**src/rtl/wfmr_pkg.sv**
```systemverilog
// ----------------------------------------------------------------------------
// wfmr_pkg
// Shared types and constants for the word FIFO with match removal.
// ----------------------------------------------------------------------------
package wfmr_pkg;

    localparam int OUT_WORD_BITS = 32;
    localparam int OUT_CNT_BITS  = 5;

    typedef enum logic [1:0] {
        OP_PUSH   = 2'd0,
        OP_POP    = 2'd1,
        OP_CLEAR  = 2'd2,
        OP_REMOVE = 2'd3
    } opcode_t;

    typedef enum logic [1:0] {
        ST_OK    = 2'd0,
        ST_EMPTY = 2'd1,
        ST_FULL  = 2'd2
    } status_t;

    typedef enum logic [2:0] {
        S_IDLE = 3'b001,
        S_POP  = 3'b010,
        S_SCAN = 3'b100
    } state_t;

endpackage

```
**src/rtl/word_fifo_with_match_removal_core.sv**
```systemverilog
// ----------------------------------------------------------------------------
// word_fifo_with_match_removal_core
// Ring-buffer FIFO of words with push, pop, clear and remove-all-matching.
// ----------------------------------------------------------------------------
// A beat is taken when start is high and busy is low; its single result comes
// back as a one-cycle done strobe and cannot be held off. Push, clear, a pop
// on an empty FIFO and a removal on an empty FIFO return their result in the
// cycle after the beat and the next beat may follow at once. A pop passes
// through S_POP, which waits for the registered read of the word store. A
// removal passes through S_SCAN, where the word store is walked one entry
// per cycle through its single read port while kept words are written back
// in place, compacting towards the head.
module word_fifo_with_match_removal_core #(
    parameter int DEPTH     = 16,
    parameter int WORD_BITS = 32
) (
    input  logic        clk,
    input  logic        rst_n,
    input  logic        start,
    output logic        busy,
    input  logic [1:0]  opcode,
    input  logic [31:0] value,
    output logic        done,
    output logic [31:0] read_word,
    output logic [1:0]  status,
    output logic [4:0]  fill_level,
    output logic [4:0]  removed_total
);

    import wfmr_pkg::*;

    localparam int AW    = $clog2(DEPTH);
    localparam int CNT_W = $clog2(DEPTH + 1);

    function automatic logic [AW-1:0] ptr_add(input logic [AW-1:0] base,
                                              input logic [CNT_W-1:0] off);
        logic [CNT_W:0] sum;
        sum = (CNT_W + 1)'(base) + (CNT_W + 1)'(off);
        if (sum >= (CNT_W + 1)'(DEPTH))
        begin
            sum = sum - (CNT_W + 1)'(DEPTH);
        end
        return sum[AW-1:0];
    endfunction

    function automatic logic [OUT_CNT_BITS-1:0] to_cnt(input logic [CNT_W-1:0] c);
        logic [CNT_W+OUT_CNT_BITS-1:0] e;
        e = {{OUT_CNT_BITS{1'b0}}, c};
        return e[OUT_CNT_BITS-1:0];
    endfunction

    function automatic logic [OUT_WORD_BITS-1:0] to_word(input logic [WORD_BITS-1:0] w);
        logic [WORD_BITS+OUT_WORD_BITS-1:0] e;
        e = {{OUT_WORD_BITS{1'b0}}, w};
        return e[OUT_WORD_BITS-1:0];
    endfunction

    logic [WORD_BITS-1:0] mem [DEPTH];
    logic [WORD_BITS-1:0] rd_data_reg;

    logic                 mem_we;
    logic [AW-1:0]        mem_waddr;
    logic [WORD_BITS-1:0] mem_wdata;
    logic                 mem_re;
    logic [AW-1:0]        mem_raddr;

    state_t               state_reg, state_next;
    logic [AW-1:0]        head_reg, head_next;
    logic [CNT_W-1:0]     count_reg, count_next;
    logic [CNT_W-1:0]     idx_reg, idx_next;
    logic [CNT_W-1:0]     kept_reg, kept_next;
    logic [CNT_W-1:0]     rem_reg, rem_next;
    logic [WORD_BITS-1:0] match_reg, match_next;

    logic                    done_reg, done_next;
    logic [OUT_WORD_BITS-1:0] rword_reg, rword_next;
    status_t                 status_reg, status_next;
    logic [OUT_CNT_BITS-1:0] fill_reg, fill_next;
    logic [OUT_CNT_BITS-1:0] removed_reg, removed_next;

    logic [WORD_BITS+31:0]   value_ext;
    logic [WORD_BITS-1:0]    in_word;

    assign value_ext = {{WORD_BITS{1'b0}}, value};
    assign in_word   = value_ext[WORD_BITS-1:0];

    always_comb
    begin
        state_next   = state_reg;
        head_next    = head_reg;
        count_next   = count_reg;
        idx_next     = idx_reg;
        kept_next    = kept_reg;
        rem_next     = rem_reg;
        match_next   = match_reg;
        done_next    = 1'b0;
        rword_next   = rword_reg;
        status_next  = status_reg;
        fill_next    = fill_reg;
        removed_next = removed_reg;
        mem_we       = 1'b0;
        mem_waddr    = head_reg;
        mem_wdata    = in_word;
        mem_re       = 1'b0;
        mem_raddr    = head_reg;

        unique case (state_reg)
            S_IDLE:
            begin
                if (start)
                begin
                    unique case (opcode_t'(opcode))
                        OP_PUSH:
                        begin
                            done_next    = 1'b1;
                            rword_next   = '0;
                            removed_next = '0;
                            if (count_reg == CNT_W'(DEPTH))
                            begin
                                status_next = ST_FULL;
                                fill_next   = to_cnt(count_reg);
                            end
                            else
                            begin
                                mem_we      = 1'b1;
                                mem_waddr   = ptr_add(head_reg, count_reg);
                                mem_wdata   = in_word;
                                count_next  = count_reg + CNT_W'(1);
                                status_next = ST_OK;
                                fill_next   = to_cnt(count_reg + CNT_W'(1));
                            end
                        end
                        OP_POP:
                        begin
                            if (count_reg == '0)
                            begin
                                done_next    = 1'b1;
                                rword_next   = '0;
                                status_next  = ST_EMPTY;
                                fill_next    = '0;
                                removed_next = '0;
                            end
                            else
                            begin
                                mem_re     = 1'b1;
                                mem_raddr  = head_reg;
                                state_next = S_POP;
                            end
                        end
                        OP_CLEAR:
                        begin
                            count_next   = '0;
                            done_next    = 1'b1;
                            rword_next   = '0;
                            status_next  = ST_OK;
                            fill_next    = '0;
                            removed_next = '0;
                        end
                        OP_REMOVE:
                        begin
                            if (count_reg == '0)
                            begin
                                done_next    = 1'b1;
                                rword_next   = '0;
                                status_next  = ST_OK;
                                fill_next    = '0;
                                removed_next = '0;
                            end
                            else
                            begin
                                mem_re     = 1'b1;
                                mem_raddr  = head_reg;
                                idx_next   = '0;
                                kept_next  = '0;
                                rem_next   = '0;
                                match_next = in_word;
                                state_next = S_SCAN;
                            end
                        end
                        default:
                        begin
                            state_next = S_IDLE;
                        end
                    endcase
                end
            end
            S_POP:
            begin
                done_next    = 1'b1;
                rword_next   = to_word(rd_data_reg);
                status_next  = ST_OK;
                head_next    = ptr_add(head_reg, CNT_W'(1));
                count_next   = count_reg - CNT_W'(1);
                fill_next    = to_cnt(count_reg - CNT_W'(1));
                removed_next = '0;
                state_next   = S_IDLE;
            end
            S_SCAN:
            begin
                // kept words are written back in place, never ahead of the read
                if (rd_data_reg != match_reg)
                begin
                    mem_we    = 1'b1;
                    mem_waddr = ptr_add(head_reg, kept_reg);
                    mem_wdata = rd_data_reg;
                    kept_next = kept_reg + CNT_W'(1);
                end
                else
                begin
                    rem_next = rem_reg + CNT_W'(1);
                end
                if (idx_reg != count_reg - CNT_W'(1))
                begin
                    mem_re    = 1'b1;
                    mem_raddr = ptr_add(head_reg, idx_reg + CNT_W'(1));
                    idx_next  = idx_reg + CNT_W'(1);
                end
                else
                begin
                    count_next   = kept_next;
                    done_next    = 1'b1;
                    rword_next   = '0;
                    status_next  = ST_OK;
                    fill_next    = to_cnt(kept_next);
                    removed_next = to_cnt(rem_next);
                    state_next   = S_IDLE;
                end
            end
            default:
            begin
                state_next = S_IDLE;
            end
        endcase
    end

    always_ff @(posedge clk)
    begin
        if (mem_we)
        begin
            mem[mem_waddr] <= mem_wdata;
        end
        if (mem_re)
        begin
            rd_data_reg <= mem[mem_raddr];
        end
    end

    always_ff @(posedge clk or negedge rst_n)
    begin
        if (!rst_n)
        begin
            state_reg <= S_IDLE;
            head_reg  <= '0;
            count_reg <= '0;
            done_reg  <= 1'b0;
        end
        else
        begin
            state_reg <= state_next;
            head_reg  <= head_next;
            count_reg <= count_next;
            done_reg  <= done_next;
        end
    end

    always_ff @(posedge clk)
    begin
        idx_reg     <= idx_next;
        kept_reg    <= kept_next;
        rem_reg     <= rem_next;
        match_reg   <= match_next;
        rword_reg   <= rword_next;
        status_reg  <= status_next;
        fill_reg    <= fill_next;
        removed_reg <= removed_next;
    end

    assign busy          = (state_reg != S_IDLE);
    assign done          = done_reg;
    assign read_word     = rword_reg;
    assign status        = status_reg;
    assign fill_level    = fill_reg;
    assign removed_total = removed_reg;

endmodule
```
**config.mk**
```make
export PLATFORM = sky130hd
export DESIGN_NAME = word_fifo_with_match_removal_core
export DESIGN_NICKNAME = d
export VERILOG_FILES = /design/src/rtl/wfmr_pkg.sv /design/src/rtl/word_fifo_with_match_removal_core.sv
export SDC_FILE = /design/constraint.sdc
export NUM_CORES = 1
export LEC_CHECK = 0
export BUFFER_PORTS_ARGS = -buffer_cell sky130_fd_sc_hd__buf_4
export CORE_ASPECT_RATIO = 0.9
export CORE_MARGIN = 5
export CORE_UTILIZATION = 49
export DETAILED_ROUTE_END_ITERATION = 12
export PLACE_DENSITY = 0.66
export SYNTH_ARGS = -nofsm -noshare
export SYNTH_HDL_FRONTEND = slang
export SYNTH_SLANG_ARGS = --single-unit
```
**constraint.sdc**
```tcl
create_clock -name clk -period 5.1 [get_ports clk]
set_input_delay 0.255 -clock clk [delete_from_list [all_inputs] [get_ports clk]]
set_output_delay 0.255 -clock clk [all_outputs]
set_load 0.01 [all_outputs]
```
# After elaboration in Yosys (flattened, before gate mapping)
# Memory sizes are Yosys's and may differ from the RTL's. A register that Yosys moved wholly into a read port is not among the register bits.
# Cells that the tools add are included.
[op_classes]
reduce_logical = 13
magnitude_cmp = 4
bitwise_logic = 1
n_addsub = 13
n_eq_ne = 22
mux = 70
[ops]
columns = ["op", "n"]
rows = [
  ["$mux 32", 5],
  ["$pmux 32 s3", 1],
  ["$mux 5", 13],
  ["$pmux 32 s2", 1],
  ["$pmux 5 s3", 4],
  ["$pmux 5 s2", 5],
  ["$mux 4", 10],
  ["$ne 32x32->1", 1],
  ["$add 5x1->5 const B", 4],
  ["$add 4x5->6", 3],
  ["$ge 6x5->1 const B", 3],
  ["$reduce_and 4->1", 4],
  ["$sub 4x1->4 const B", 4],
  ["$ne 3x3->1 const B", 5],
  ["$reduce_and 5->1", 3],
  ["$mux 1", 13],
  ["$mux 3", 4],
  ["$pmux 3 s2", 2],
  ["$mux 2", 5],
  ["$ne 3x1->1 const B", 3],
  ["$ne 2x2->1 const B", 4],
  ["$pmux 2 s4", 1],
  ["$pmux 4 s2", 1],
  ["$pmux 1 s2", 3],
  ["other kinds (19)", 21],
]
[totals]
ram_bits = 512
wordCells = 136
memories = 1
register_bits = 104
[mem_list]
columns = ["memory", "words", "word_bits", "rd", "rd_clocked_by_memory_dff", "wr", "line_no", "source"]
rows = [
  ["mem", 16, 32, 1, 1, 1, "word_fifo_with_match_removal_core.sv:58", "logic [WORD_BITS-1:0] mem [DEPTH];"],
]

# Longest topological paths before layout
[logic_depth]
depth_word = 7
depth_mapped = 13
depth_no_buf = 10

# Worst setup path before layout
# No wires, ideal clock.
[synth_timing]
path_kind = "reg-to-reg"
start = "register rd_data_reg[4] (read register of mem)"
end = "memory mem[4][0] (enable)"
arrival_time_ns = 4.287
setup_ns = 0.461
path_slack_ns = 0.352
synth_period_minus_slack_ns = 4.748
n_path_buf = 1
path_stages_with_launch = 10
cell_sequence = "edfxtp_1 xor2_1 nor4_1 nand4_1 nor2_1 buf_1 nor2_1 a221oi_1 nand2_1 nor3_1"
[synth_via]
elab_chain_len = 5
word_cells_on_any_way = 7
classes_between = "eq/ne: 1; mux: 6"
[synth_lines]
columns = ["item", "line_no", "source"]
rows = [
  ["from (decl)", "word_fifo_with_match_removal_core.sv:59", "logic [WORD_BITS-1:0] rd_data_reg;"],
  ["$ne 32x32->1 (*)", "word_fifo_with_match_removal_core.sv:201", "if (rd_data_reg != match_reg)"],
  ["$mux 1", "word_fifo_with_match_removal_core.sv:201", ""],
  ["$pmux 1 s2", "word_fifo_with_match_removal_core.sv:107", "unique case (state_reg)"],
  ["$mux 1", "word_fifo_with_match_removal_core.sv:238", "if (mem_we)"],
  ["$mux 1 (not written as such)", "word_fifo_with_match_removal_core.sv:240", "mem[mem_waddr] <= mem_wdata;"],
  ["to (decl)", "word_fifo_with_match_removal_core.sv:58", ""],
]
# Every way passes the cells marked *; elsewhere a longest branch is shown, timed or not.

# Worst setup path after layout
[layout_timing]
start = "register rd_data_reg[18] (read register of mem)"
end = "memory mem[13][3] (enable)"
# Same word-level chain as after synthesis.

==> impl_metrics.tcl <==
set metrics [dict create \
    outcome "finished clean" \
    crit_path_max_incr_delay_ns 0.78 \
    crit_path_top_delay_cell "nor4_1" \
    met2_length_mm 32.07 \
    fin_ws_ns 0.2622 \
    skew_ns 0.02111 \
    p_per_area_mw_per_mm2 487.6 \
    ys_warn_count 0 \
    cp.arrival_ns 5.11 \
    p_total_mw 14.89 \
    io_buffers 82 \
    drc_errors 0 \
    io_pins 83 \
    layout_min_cycle_time_ns 4.838 \
    p_int_mw 10.17 \
    drt_iter0_markers 1774 \
    worst-r2r-setup-slack_ns 0.26 \
    final_cells 2821 \
    r2r-start "rd_data_reg[18]" \
    dp_cells 2672 \
    core_mm2 0.05325 \
    grt_usage_pct 23.61 \
    route.met3.wl_mm 6.695 \
    final_area_mm2 0.03053 \
    worst_pin_slew_ns 1.241 \
    grt-ovfl-total 0 \
    dp_hpwl_mm 41.90 \
    cts_tree "built" \
    drive_gt1_share_pct 13.65 \
    grt_pass1_wl_mm 104.5 \
    crit_fanout 18 \
    synth_edf_count 635 \
    cap_violations 0 \
    dieArea_mm2 0.05884 \
    crit_required_ns 5.38 \
    syn2layout_area_growth_pct 15.21 \
    p_leak_nw 10.73 \
    min_path_type "in2async" \
    viasPerCell 5.952 \
    async_flop_share_pct 2.006 \
    ys_types 64 \
    die_w_um 255.1 \
    final_nets 2135 \
    vias 16791 \
    fmax_ghz 0.2067 \
    setup_viol 0 \
    rsz0062_at_grt "false" \
    cts.sinks 648 \
    maxSlewViolCount 0 \
    drt_first_pass_iters 5 \
    swShare_pct 31.71 \
    hold_viol_final 0 \
    grt_start_max_net_pins 110 \
    routed.top_layer "met4" \
    antenna_found_initial 0 \
    ant_nets 0 \
    fin_crit_sh_pct 94.86 \
    cts_root_buf "clkbuf_16" \
    endpoint_kind "flop" \
    first_global_vias 16274 \
    post_drt_wl_per_cell_um 24.74 \
    dp_slack_ns 0.4349 \
    place_area_mm2 0.02815 \
    wl_mm 69.79 \
    whs_ns 0.05745 \
    seqPwrFrac_pct 44.0 \
    regMostFlops "mem" \
    setup_tns_ns 0 \
    switchingPower_mw 4.721 \
    path_clk_slew_ns 0.06 \
    cts_inserted_buffers 67 \
    critPathLaunchType "flop" \
    wl_met1_mm 29.46 \
    final_util_pct 57.33 \
    yosysSeqAreaShare_pct 73.19 \
    cts_setup_buffers 0 \
    rows 80 \
    timing.slew.headroom_pct 17.30 \
    p_comb_share_pct 25.0 \
    synth_area_mm2 0.02650 \
    start_util_pct 49.77 \
    antenna_cells 0 \
    die_h_um 230.6 \
    cpMostUsedCell "xor2_1" \
    critPathTopFamily "simple AND/OR/NAND/NOR gates" \
    synth.net_count 2011 \
    crit_type "reg2reg" \
    worst-r2r-cell-count 10 \
    critPathBufInv 2 \
    place_congestion 0.8774 \
    n_fill_cell 4232 \
    clk_path_buf_depth 3 \
    ir_drop_mv 0.2580 \
    syn_area_per_cell_um2 13.56 \
    clk_latency_ns 0.59 \
    syn-instance-count 1955 \
    ys_seq_elements 648 \
    synth_top_flop_cell "edfxtp_1" \
    clock_power_share_pct 31.1 \
    r2r_end "mem[13][3]" \
    path_cells "xor2_1 -> nor4_1 -> nand4_1 -> o21ai_4 -> buf_4 -> o22ai_1 -> xor2_1 -> nand2b_1 -> nor2_4 -> buf_12" \
    cts-htree-levels 3 \
    largest_register_ffs 512 \
]
worst reg2reg max path: cells and delay by family, from the launching register on:
| family | cells | cell delay, ns |
|---|---|---|
| AND/OR/NAND/NOR | 4 | 2.30 |
| XOR/XNOR | 2 | 0.81 |
| buffers and inverters | 2 | 0.55 |
| AO/OA/AOI/OAI | 2 | 0.43 |
| flip-flops | 1 | 0.42 |
repair_timing:
| item | 4_1_cts | 5_1_grt |
|---|---|---|
| resized for setup | 0 | 0 |
| hold buffers | 35 | 0 |
| hold endpoints to repair | 47 | 0 |
| endpoints found under the setup margin | 0 | 0 |
power by group through the flow:
stage          logic, mW  registers [mW]  clock network (mW)
6_report            3.72            6.54                4.62
5_1_grt             4.08            6.57                4.91
3_5_place_dp        3.67            6.65                   0
2_1_floorplan       2.50            6.59                   0
4_1_cts             3.72            6.54                4.68
3_3_place_gp        3.62            6.63                   0
cells in the final DEF, fill, tap and decap left out, types with 5 or more instances in the layout:
master and count:
a31oi_1 6, nor2_4 12, buf_4 114, dfrtp_1 12, mux2_2 39, a22oi_1 7
o21ai_0 13, o22ai_1 10, clkbuf_1 14, clkinv_2 9, a221o_1 5, a32oi_1 9
and3_1 37, inv_1 13, mux2i_1 5, xor2_1 49, a221oi_1 7, clkinv_1 17
nor3_1 7, nand4_1 31, a21o_1 6, buf_12 14, nand3_1 329, a21oi_1 11
edfxtp_1 635, nand2_1 460, xnor2_1 14, dlygate4sd3_1 35, nor2_1 27, nor4_1 9
clkbuf_16 71, nor3_2 6, ha_1 16
cell usage after synthesis, drive strengths merged, types with 16 or more instances:
master | instances | share of area (%)
nand2 | 462 | 6.5
xor2 | 49 | 1.6
and3 | 37 | 0.87
clkbuf | 42 | 0.59
ha | 16 | 0.76
nand3 | 329 | 6.2
buf | 66 | 1.4
edfxtp | 635 | 72
mux2 | 44 | 1.9
nand4 | 31 | 0.73
nor2 | 40 | 0.57
logic make-up (layout without fill, tap and decap cells):
| family | after synthesis | in the layout | share of synthesized area (%) |
|---|---|---|---|
| buf+inv | 122 | 291 | 2.177 |
| xor+xnor | 66 | 66 | 2.347 |
| compound gates | 98 | 98 | 2.800 |
| fa+ha+maj | 19 | 19 | 0.9821 |
| simple gates | 950 | 950 | 16.24 |
| mux | 52 | 52 | 2.266 |
| flops | 648 | 648 | 73.19 |
cell type report:
cell class	count	area (um^2)	share of cell area, %
Clock buffer	85	1829	5.992
Clock inverter	29	203.9	0.6680
Inverter	14	52.55	0.1721
Multi-Input combinational cell	1185	6691	21.92
Sequential cell	648	19390	63.53
Tap cell	697	872.1	2.856
Timing Repair Buffer	163	1486	4.869
worst max path at each step:
stage | startpoint | end | slack (ns) | depth (start not counted)
2_1_floorplan | rd_data_reg[4] | mem[4][0] | 0.35 | 9
3_3_place_gp | rd_data_reg[18] | mem[15][0] | 0.54 | 10
3_5_place_dp | rd_data_reg[18] | mem[14][20] | 0.43 | 10
4_1_cts | rd_data_reg[18] | mem[14][30] | 0.39 | 10
5_1_grt | rd_data_reg[18] | mem[14][28] | 0.13 | 10
6_report | rd_data_reg[18] | mem[13][3] | 0.26 | 10
layer usage:
layer  global-route usage, %  vias to the layer above
li1                        -                     7471
met1                   34.81                     8414
met2                   36.11                      797
met3                   5.346                      109
met4                   5.941                        0
met5                       0                        -
No activity file was read; power rests on OpenSTA's default activity.
